### config.mk
export PLATFORM = sky130hd
export DESIGN_NAME = tick_process_scheduler_core
export DESIGN_NICKNAME = d
export VERILOG_FILES = /design/src/rtl/tps_pkg.sv /design/src/rtl/tps_ctrl.sv /design/src/rtl/tps_dp.sv /design/src/rtl/tick_process_scheduler_core.sv
export SDC_FILE = /design/constraint.sdc
export NUM_CORES = 2
export LEC_CHECK = 0
export BUFFER_PORTS_ARGS = -buffer_cell sky130_fd_sc_hd__buf_4
export CORE_UTILIZATION = 57
export DETAILED_ROUTE_END_ITERATION = 8
export GPL_TIMING_DRIVEN = 0
export PLACE_DENSITY = 0.76
export SLEW_MARGIN = 15
export SYNTH_ARGS = -nofsm -noshare
export SYNTH_HDL_FRONTEND = slang
export SYNTH_SLANG_ARGS = --single-unit
### constraint.sdc
create_clock -name clk -period 5.7 [get_ports clk]
set_input_delay 0 -clock clk [delete_from_list [all_inputs] [get_ports clk]]
set_output_delay 0 -clock clk [all_outputs]
set_load 0.05 [all_outputs]
### src/rtl/tps_pkg.sv
// Shared types and constants for the tick process scheduler.
// Used by the controller, the datapath and the top level; no dependencies.
package tps_pkg;

  localparam int IDX_W       = 4;
  localparam int MAX_ENTRIES = 1 << IDX_W;
  localparam int CNT_W       = IDX_W + 1;

  localparam logic [1:0] MODE_LOAD = 2'd0;
  localparam logic [1:0] MODE_TICK = 2'd1;
  localparam logic [1:0] MODE_READ = 2'd2;

  localparam logic [1:0] KEY_BURST    = 2'd0;
  localparam logic [1:0] KEY_ARRIVAL  = 2'd1;
  localparam logic [1:0] KEY_PRIORITY = 2'd2;

  localparam logic [1:0] CFG_KEY_SELECT  = 2'd0;
  localparam logic [1:0] CFG_PREEMPTIVE  = 2'd1;
  localparam logic [1:0] CFG_ENTRY_COUNT = 2'd2;

  localparam int CFG_W = 5;

  typedef struct packed {
    logic [1:0]       mode;
    logic [IDX_W-1:0] entry_index;
    logic [15:0]      burst_time;
    logic [15:0]      arrival_time;
    logic [7:0]       priority_value;
  } req_t;

  typedef struct packed {
    logic [IDX_W-1:0] selected_index;
    logic             selected_valid;
    logic             entry_finished;
    logic [15:0]      waiting_ticks;
    logic             entry_done;
    logic [31:0]      time_now;
  } rsp_t;

  typedef enum logic [2:0] {
    ST_IDLE,
    ST_LOAD,
    ST_SCAN,
    ST_APPLY,
    ST_EMIT
  } state_t;

  typedef struct packed {
    logic accept;
    logic load;
    logic scan;
    logic apply;
    logic emit;
  } tps_cmd_t;

  typedef struct packed {
    logic [1:0] mode;
    logic       n_zero;
    logic       scan_last;
    logic       out_free;
  } tps_status_t;

endpackage

### src/rtl/tps_ctrl.sv
// Sequencing state machine of the tick process scheduler.
// Depends on tps_pkg for the state type and the command and status structs.
module tps_ctrl
  import tps_pkg::*;
(
  input  logic        clk,
  input  logic        rst,
  input  logic        req_valid,
  output logic        req_stall,
  input  tps_status_t status,
  output tps_cmd_t    cmd
);

  state_t state;
  state_t state_next;

  always_ff @(posedge clk) begin
    if (rst) begin
      state <= ST_IDLE;
    end else begin
      state <= state_next;
    end
  end

  always_comb begin
    state_next = state;
    unique case (state)
      ST_IDLE: begin
        if (req_valid) begin
          case (status.mode)
            MODE_LOAD: state_next = ST_LOAD;
            MODE_TICK: state_next = status.n_zero ? ST_APPLY : ST_SCAN;
            default:   state_next = ST_EMIT;
          endcase
        end
      end
      ST_LOAD:  state_next = ST_EMIT;
      ST_SCAN: begin
        if (status.scan_last) begin
          state_next = ST_APPLY;
        end
      end
      ST_APPLY: state_next = ST_EMIT;
      ST_EMIT: begin
        if (status.out_free) begin
          state_next = ST_IDLE;
        end
      end
      default:  state_next = ST_IDLE;
    endcase
  end

  always_comb begin
    req_stall  = (state != ST_IDLE);
    cmd.accept = (state == ST_IDLE) && req_valid;
    cmd.load   = (state == ST_LOAD);
    cmd.scan   = (state == ST_SCAN);
    cmd.apply  = (state == ST_APPLY);
    cmd.emit   = (state == ST_EMIT) && status.out_free;
  end

endmodule

### src/rtl/tps_dp.sv
// Datapath of the tick process scheduler: entry table, scan registers,
// configuration registers and the response register. Depends on tps_pkg.
module tps_dp
  import tps_pkg::*;
(
  input  logic             clk,
  input  logic             rst,
  input  req_t             req,
  input  logic             cfg_we,
  input  logic [1:0]       cfg_index,
  input  logic [CFG_W-1:0] cfg_data,
  input  tps_cmd_t         cmd,
  output tps_status_t      status,
  output logic             rsp_valid,
  input  logic             rsp_stall,
  output rsp_t             rsp
);

  logic [1:0]             key_sel;
  logic                   preempt;
  logic [CNT_W-1:0]       entry_count;

  req_t                   req_q;
  logic [15:0]            burst   [MAX_ENTRIES];
  logic [15:0]            arrival [MAX_ENTRIES];
  logic [7:0]             prio    [MAX_ENTRIES];
  logic [15:0]            waiting [MAX_ENTRIES];
  logic [MAX_ENTRIES-1:0] arrived;
  logic [MAX_ENTRIES-1:0] done;

  logic [31:0]            tick_time;
  logic [IDX_W-1:0]       run_idx;
  logic                   run_valid;

  logic [CNT_W-1:0]       cnt;
  logic [15:0]            best_key;
  logic [IDX_W-1:0]       best_idx;
  logic                   best_valid;
  logic                   hold_ok;

  logic [IDX_W-1:0]       res_sel;
  logic                   res_valid;
  logic                   res_fin;

  logic [CNT_W-1:0]       n_used;
  logic                   hold_use;
  logic                   sel_valid;
  logic [IDX_W-1:0]       sel_idx;
  logic [IDX_W-1:0]       addr;
  logic                   arr_hit;
  logic                   arrived_new;
  logic                   elig;
  logic [15:0]            key;
  logic                   better;
  logic [15:0]            burst_dec;
  logic                   dec_zero;
  logic                   is_read;

  always_comb begin
    n_used    = (entry_count > CNT_W'(MAX_ENTRIES)) ? CNT_W'(MAX_ENTRIES) : entry_count;
    hold_use  = !preempt && run_valid && hold_ok;
    sel_valid = hold_use || best_valid;
    sel_idx   = hold_use ? run_idx : best_idx;
    if (cmd.scan) begin
      addr = cnt[IDX_W-1:0];
    end else if (cmd.apply) begin
      addr = sel_idx;
    end else begin
      addr = req_q.entry_index;
    end
    arr_hit     = (tick_time[31:16] == 16'd0) && (arrival[addr] == tick_time[15:0]);
    arrived_new = arrived[addr] || arr_hit;
    elig        = arrived_new && !done[addr];
    case (key_sel)
      KEY_BURST:   key = burst[addr];
      KEY_ARRIVAL: key = arrival[addr];
      default:     key = {8'd0, prio[addr]};
    endcase
    better    = elig && (!best_valid || (key < best_key));
    burst_dec = burst[addr] - 16'd1;
    dec_zero  = (burst_dec == 16'd0);
    is_read   = (req_q.mode == MODE_READ);
  end

  always_comb begin
    status.mode      = req.mode;
    status.n_zero    = (n_used == '0);
    status.scan_last = (cnt == n_used - CNT_W'(1));
    status.out_free  = !rsp_valid || !rsp_stall;
  end

  always_ff @(posedge clk) begin
    if (rst) begin
      key_sel     <= KEY_ARRIVAL;
      preempt     <= 1'b1;
      entry_count <= '0;
    end else if (cfg_we) begin
      unique case (cfg_index)
        CFG_KEY_SELECT:  key_sel     <= cfg_data[1:0];
        CFG_PREEMPTIVE:  preempt     <= cfg_data[0];
        CFG_ENTRY_COUNT: entry_count <= cfg_data[CNT_W-1:0];
        default: ;
      endcase
    end
  end

  always_ff @(posedge clk) begin
    if (cmd.accept) begin
      req_q <= req;
    end
    if (cmd.load) begin
      burst[addr]   <= req_q.burst_time;
      arrival[addr] <= req_q.arrival_time;
      prio[addr]    <= req_q.priority_value;
      waiting[addr] <= 16'd0;
    end
    if (cmd.apply && sel_valid) begin
      burst[addr] <= burst_dec;
      for (int j = 0; j < MAX_ENTRIES; j++) begin
        if ((IDX_W'(j) != sel_idx) && (CNT_W'(j) < n_used) && arrived[j] && !done[j] &&
            (waiting[j] != 16'hFFFF)) begin
          waiting[j] <= waiting[j] + 16'd1;
        end
      end
    end
  end

  always_ff @(posedge clk) begin
    if (rst) begin
      arrived   <= '0;
      done      <= '0;
      tick_time <= '0;
      run_idx   <= '0;
      run_valid <= 1'b0;
    end else begin
      if (cmd.load) begin
        arrived[addr] <= 1'b0;
        done[addr]    <= (req_q.burst_time == 16'd0);
        tick_time     <= '0;
        run_idx       <= '0;
        run_valid     <= 1'b0;
      end
      if (cmd.scan) begin
        arrived[addr] <= arrived_new;
      end
      if (cmd.apply && sel_valid) begin
        if (dec_zero) begin
          done[addr] <= 1'b1;
        end
        tick_time <= tick_time + 32'd1;
        run_valid <= !dec_zero;
        run_idx   <= dec_zero ? '0 : sel_idx;
      end
    end
  end

  always_ff @(posedge clk) begin
    if (rst) begin
      cnt        <= '0;
      best_key   <= '0;
      best_idx   <= '0;
      best_valid <= 1'b0;
      hold_ok    <= 1'b0;
      res_sel    <= '0;
      res_valid  <= 1'b0;
      res_fin    <= 1'b0;
    end else begin
      if (cmd.accept) begin
        cnt        <= '0;
        best_valid <= 1'b0;
        hold_ok    <= 1'b0;
        res_sel    <= '0;
        res_valid  <= 1'b0;
        res_fin    <= 1'b0;
      end
      if (cmd.scan) begin
        cnt <= cnt + CNT_W'(1);
        if (better) begin
          best_key   <= key;
          best_idx   <= addr;
          best_valid <= 1'b1;
        end
        if (run_valid && (addr == run_idx)) begin
          hold_ok <= elig;
        end
      end
      if (cmd.apply) begin
        res_valid <= sel_valid;
        res_sel   <= sel_valid ? sel_idx : '0;
        res_fin   <= sel_valid && dec_zero;
      end
    end
  end

  always_ff @(posedge clk) begin
    if (rst) begin
      rsp_valid <= 1'b0;
    end else if (cmd.emit) begin
      rsp_valid <= 1'b1;
    end else if (!rsp_stall) begin
      rsp_valid <= 1'b0;
    end
  end

  always_ff @(posedge clk) begin
    if (cmd.emit) begin
      rsp.selected_index <= res_sel;
      rsp.selected_valid <= res_valid;
      rsp.entry_finished <= res_fin;
      rsp.waiting_ticks  <= is_read ? waiting[addr] : 16'd0;
      rsp.entry_done     <= is_read && done[addr];
      rsp.time_now       <= tick_time;
    end
  end

`ifndef SYNTH
  a_time_advance: assert property (@(posedge clk) disable iff (rst)
    cmd.apply && sel_valid |=> tick_time == $past(tick_time) + 32'd1)
    else $error("tick time did not advance after an entry ran");

  a_time_idle: assert property (@(posedge clk) disable iff (rst)
    cmd.apply && !sel_valid |=> tick_time == $past(tick_time))
    else $error("tick time moved on an idle tick");

  a_running_arrived: assert property (@(posedge clk) disable iff (rst)
    run_valid |-> arrived[run_idx])
    else $error("running entry is not marked arrived");

  a_finish_done: assert property (@(posedge clk) disable iff (rst)
    cmd.apply && sel_valid && dec_zero |=> done[$past(sel_idx)])
    else $error("finished entry was not marked done");
`endif

endmodule

### src/rtl/tick_process_scheduler_core.sv
// Tick-driven process scheduler with a table of sixteen entries, top level.
// Request channel: req_valid, req_stall and a req_t payload. A request loads an
// entry, advances one tick, or reads an entry's waiting count and done flag.
// Response channel: rsp_valid, rsp_stall and an rsp_t payload; each request
// gives exactly one response, in request order.
// Configuration: cfg_we writes cfg_data to register cfg_index (0 key select,
// 1 preemptive, 2 entry count) in the same cycle; write only while idle.
// A load passes through the load state and a read goes straight to the emit
// state. A tick scans the first n entries, where n is the entry count clamped
// to sixteen: one entry of the table is scanned per cycle for arrival and the
// minimum key, then the apply state applies the choice before the emit state.
// One request is in flight at a time; the next request is accepted as soon
// as the previous response sits in the output register, even while the
// receiver stalls it. A stalled response holds until taken, and the block
// then holds req_stall high once its next result is ready.
// Reset clears the arrived and done flags, tick time, the running entry and
// sets key select 1, preemptive 1, entry count 0. Entry fields are undefined
// until loaded.
module tick_process_scheduler_core
  import tps_pkg::*;
(
  input  logic             clk,
  input  logic             rst,
  input  logic             req_valid,
  output logic             req_stall,
  input  req_t             req,
  output logic             rsp_valid,
  input  logic             rsp_stall,
  output rsp_t             rsp,
  input  logic             cfg_we,
  input  logic [1:0]       cfg_index,
  input  logic [CFG_W-1:0] cfg_data
);

  tps_cmd_t    cmd;
  tps_status_t status;

  tps_ctrl u_ctrl (
    .clk       (clk),
    .rst       (rst),
    .req_valid (req_valid),
    .req_stall (req_stall),
    .status    (status),
    .cmd       (cmd)
  );

  tps_dp u_dp (
    .clk       (clk),
    .rst       (rst),
    .req       (req),
    .cfg_we    (cfg_we),
    .cfg_index (cfg_index),
    .cfg_data  (cfg_data),
    .cmd       (cmd),
    .status    (status),
    .rsp_valid (rsp_valid),
    .rsp_stall (rsp_stall),
    .rsp       (rsp)
  );

endmodule

==> impl_summary.log <==
INFO  metric status = complete, no violations
INFO  metric syn-instance-count = about 4600
INFO  metric synth_top_area_cell = sky130_fd_sc_hd__edfxtp_1
INFO  metric crit_path_category = flop to flop
INFO  metric finalSetupViolCount = 0
INFO  metric numPortBuffers = roughly 110
INFO  metric drc = 0
INFO  metric dieWidth = around 300 microns
INFO  metric start_util = 0.580
INFO  metric synth-main-ff-cell = sky130_fd_sc_hd__edfxtp_1
INFO  metric post_drt_via_cell_ratio = roughly 6.4
INFO  metric first_pass_grt_wire_length = 238000 microns
INFO  metric clock-sinks = roughly 1100
INFO  metric die_area = 91600 sq um
INFO  metric hold_viol_final = 0
INFO  metric total_leakage_power = 21.4 nW
INFO  metric worstSetupEndpointType = flop
INFO  metric core.rowCount = 109
INFO  metric finalCoreUtilization = 0.683
INFO  metric dpl-instance-area = about 55000 sq um
INFO  metric yosysSeqAreaShare = 0.625
INFO  metric ys_warn_count = 0
INFO  metric synth_top_area_share = 0.581
INFO  metric post_synth.cell_area_avg = 11.2 sq um
INFO  metric path_clk_slew = 60 ps
INFO  metric grt_overflow = 0
INFO  metric avgRoutedWirePerCell = 26.0 microns
INFO  metric grt_max_degree = between 40 and 50
INFO  metric critical-path-max-stage-delay = 570 ps
INFO  metric netlist_area = approximately 52000 sq um
INFO  metric clock-skew-final = 35.0 ps
INFO  metric crit_chain = or4b_4 > o21ai_4 > nor2_4 > buf_12 > clkbuf_1 > o32ai_1 > o22ai_2 > a211oi_4 > ha_2 > inv_1 > nor3_2 > nand4_1 > buf_4 > nor3_2 > o2111ai_1 > nor4_1 > nand4_1 > and2_4 > buf_6 > buf_6 > o41ai_2
INFO  metric critical_path.top_delay_family = simple AND/OR/NAND/NOR gates
INFO  metric clock_insertion_delay_worst_skew = a little over 700 ps
INFO  metric finish.net_count = ~5000
INFO  metric postRouteWirelength = between 150000 and 200000 microns
INFO  metric synth_edf_count = 997
INFO  metric critical_path_at = 6250 ps
INFO  metric ys_ff_latch = 1111
INFO  metric tritoncts_clock_tree = yes
INFO  metric finalInstanceArea = 60800 sq um
INFO  metric level_count_of_the_clock_h_tree = 3
INFO  metric timing.critical_path.fanout_max = 14
INFO  metric grt_pass1_vias = 38200
INFO  metric worstPathBufferInverterCount = 6
INFO  metric startpoint_type_of_the_worst_setup_path = flop
INFO  metric cts_inserted_buffers = 111
INFO  metric dr.first_iter.drc_count = 5322
INFO  metric track_usage = 0.350
INFO  metric yosys-top-cells-area = sky130_fd_sc_hd__edfxtp_1, sky130_fd_sc_hd__nand2_1, sky130_fd_sc_hd__dfxtp_1, sky130_fd_sc_hd__nor2_1, sky130_fd_sc_hd__nand3_1
INFO  metric syn_nets = approximately 4700
INFO  metric slew_violations = 0
INFO  metric power-per-cell-area = 322 nW/um^2
INFO  metric achievable-frequency = between 150 and 200 MHz
INFO  metric dr.pass1.iters = 9
INFO  metric routed-via-count = 40100
INFO  metric clk_path_buf_depth = 3
INFO  metric remaining_antenna_violation_count_after_routing = 0
INFO  metric final_period_minus_worst_setup_slack = between 5000 and 6000 ps
INFO  metric slew_headroom = 0.195
INFO  metric io_pins = 115
INFO  metric layout-drive-gt1-share = 0.136
INFO  metric coreArea = 88900 sq um
INFO  metric max_cap_viol_count = 0
INFO  metric hold_class = input port to flop
INFO  metric die-height = around 300 microns
INFO  metric area_growth_syn_to_layout = 17.9%
INFO  metric post-dp-hpwl = 110000 microns
INFO  metric gp_congestion = around 0.97
INFO  metric async_s_r_ff_share_synth = 0
INFO  metric critPathRequiredTime = 6310 ps
INFO  metric number_of_antenna_violations_at_the_first_check_in_global_routing = 0
INFO  metric cp_slowest_cell = sky130_fd_sc_hd__or4b_4
INFO  metric period_share = 0.989
INFO  metric tightest_slew = 1210 ps
INFO  metric root_buf_cell = sky130_fd_sc_hd__clkbuf_16
INFO  metric power.ir.vdd_worst = between 0.2 and 0.3 mV
INFO  metric yosys.cell_types.count = slightly above 90
## timing repair
action / 4_1_cts / 5_1_grt
setup endpoints to repair: 908 / 52
hold buffers: 101 / 1
pin swaps: 10 / 21
endpoints found under the hold margin: 102 / 1
buffers inserted: 11 / 27
resized for setup: 165 / 105
cloned: 0 / 1
## registers in the layout, indices dropped and copies added (netlist names), 2 cells and up
name	cells
u_dp.res_sel	4
u_dp.burst	256
u_dp.waiting	256
u_dp.req_q	46
u_dp.rsp	55
u_dp.best_idx	4
u_dp.entry_count	5
u_ctrl.state	3
u_dp.best_key	16
u_dp.tick_time	32
u_dp.arrived	16
u_dp.arrival	256
u_dp.key_sel	2
u_dp.done	16
u_dp.cnt	5
u_dp.run_idx	4
u_dp.prio	128
## metrics by stage
step / hold slack [ps] / power [mW] / TNS [ps] / std cells / setup WS, ps
finish: 59.1 / 19.6 / 0 / 6241 / 65.3
CTS: 1.65 / 19.4 / 0 / 6213 / 2.47
detailed placement: 179 / 11.8 / -782890 / 5899 / -2410
global route: 38.5 / 20.0 / -220 / 6239 / -53.9
global placement: 178 / 11.7 / -1566270 / 5863 / -3020
floorplan: 98.9 / 10.8 / 0 / 4584 / 271
## Yosys cell counts, types with 21 or more instances
cell,number
sky130_fd_sc_hd__buf_6,23
sky130_fd_sc_hd__dfxtp_1,114
sky130_fd_sc_hd__and3_1,150
sky130_fd_sc_hd__a31oi_1,55
sky130_fd_sc_hd__buf_2,64
sky130_fd_sc_hd__nand4_1,39
sky130_fd_sc_hd__nor3_1,37
sky130_fd_sc_hd__a311oi_1,110
sky130_fd_sc_hd__a211oi_1,118
sky130_fd_sc_hd__mux2i_1,53
sky130_fd_sc_hd__xor2_1,137
sky130_fd_sc_hd__nor2_1,492
sky130_fd_sc_hd__edfxtp_1,997
sky130_fd_sc_hd__a21oi_1,130
sky130_fd_sc_hd__ha_1,37
sky130_fd_sc_hd__xnor2_1,115
sky130_fd_sc_hd__and2_1,22
sky130_fd_sc_hd__nand3_1,324
sky130_fd_sc_hd__a221oi_1,21
sky130_fd_sc_hd__buf_1,30
sky130_fd_sc_hd__clkbuf_1,144
sky130_fd_sc_hd__nand2_1,876
sky130_fd_sc_hd__inv_1,71
sky130_fd_sc_hd__o21ai_0,88
## cell type report
class | count | area, sq um
Sequential cell | 1111 | 32200
Fill cell | 6277 | 28100
Multi-Input combinational cell | 3125 | 18400
Clock buffer | 141 | 3050
Timing Repair Buffer | 291 | 2900
Buffer | 265 | 1710
Tap cell | 1165 | 1460
Clock inverter | 70 | 731
Inverter | 71 | 269
Antenna cell | 2 | 5.00
## worst paths after layout
| check | startpoint | to | slack, ps | depth (start not counted) |
|---|---|---|---|---|
| setup reg to reg | u_ctrl.state[2] | u_dp.done[9] | 70 | 21 |
| hold / removal | req[44] | u_dp.req_q[44] | 60 | 2 |
| hold reg to reg | u_dp.res_sel[2] | u_dp.rsp[53] | 440 | 0 |
| setup / recovery | u_ctrl.state[2] | u_dp.done[9] | 70 | 21 |
## placed cells by master (no fill, tap or decap), types with 14 or more instances in the layout
master,n
sky130_fd_sc_hd__buf_6,32
sky130_fd_sc_hd__a21boi_0,19
sky130_fd_sc_hd__buf_2,44
sky130_fd_sc_hd__clkinv_1,17
sky130_fd_sc_hd__mux2i_1,49
sky130_fd_sc_hd__nand4_1,39
sky130_fd_sc_hd__a221oi_1,21
sky130_fd_sc_hd__ha_1,36
sky130_fd_sc_hd__nor2_1,459
sky130_fd_sc_hd__dfxtp_1,111
sky130_fd_sc_hd__nor2_4,31
sky130_fd_sc_hd__o211ai_1,16
sky130_fd_sc_hd__xor2_1,137
sky130_fd_sc_hd__nand3_1,321
sky130_fd_sc_hd__inv_1,70
sky130_fd_sc_hd__xnor2_1,115
sky130_fd_sc_hd__and3_1,150
sky130_fd_sc_hd__a21o_1,19
sky130_fd_sc_hd__o41ai_2,15
sky130_fd_sc_hd__edfxtp_1,997
sky130_fd_sc_hd__dlygate4sd3_1,102
sky130_fd_sc_hd__a311oi_1,98
sky130_fd_sc_hd__clkbuf_2,28
sky130_fd_sc_hd__o21ai_1,15
sky130_fd_sc_hd__clkinv_2,27
sky130_fd_sc_hd__nand2_1,874
sky130_fd_sc_hd__buf_4,176
sky130_fd_sc_hd__a211oi_1,112
sky130_fd_sc_hd__buf_12,15
sky130_fd_sc_hd__clkbuf_4,14
sky130_fd_sc_hd__buf_16,16
sky130_fd_sc_hd__buf_1,16
sky130_fd_sc_hd__nor4_1,18
sky130_fd_sc_hd__and2_1,21
sky130_fd_sc_hd__clkbuf_16,118
sky130_fd_sc_hd__clkbuf_1,115
sky130_fd_sc_hd__o21ai_0,58
sky130_fd_sc_hd__a21oi_1,127
sky130_fd_sc_hd__nor3_1,35
sky130_fd_sc_hd__a31oi_1,48
## power by group
group | internal (mW) | switching, mW
sequential | 8.99 | 0.117
clock | 4.30 | 3.28
combinational | 0.934 | 1.96
## kinds of logic after synthesis
logic type / share of synthesized area
simple gates: 0.178
flops: 0.625
compound gates: 0.102
buf+inv: 0.0314
xor+xnor: 0.0431
mux: 0.0115
fa+ha+maj: 0.00898
## layer usage
metal	share of wire	global-route usage	routed length (microns)	vias up
li1	-	-	-	17600
met1	0.36	0.449	58900	19200
met2	0.46	0.554	74800	2653
met3	0.11	0.0696	17100	644
met4	0.070	0.208	11300	0
met5	0	0	0	-
(Power assumes the default switching activity.)
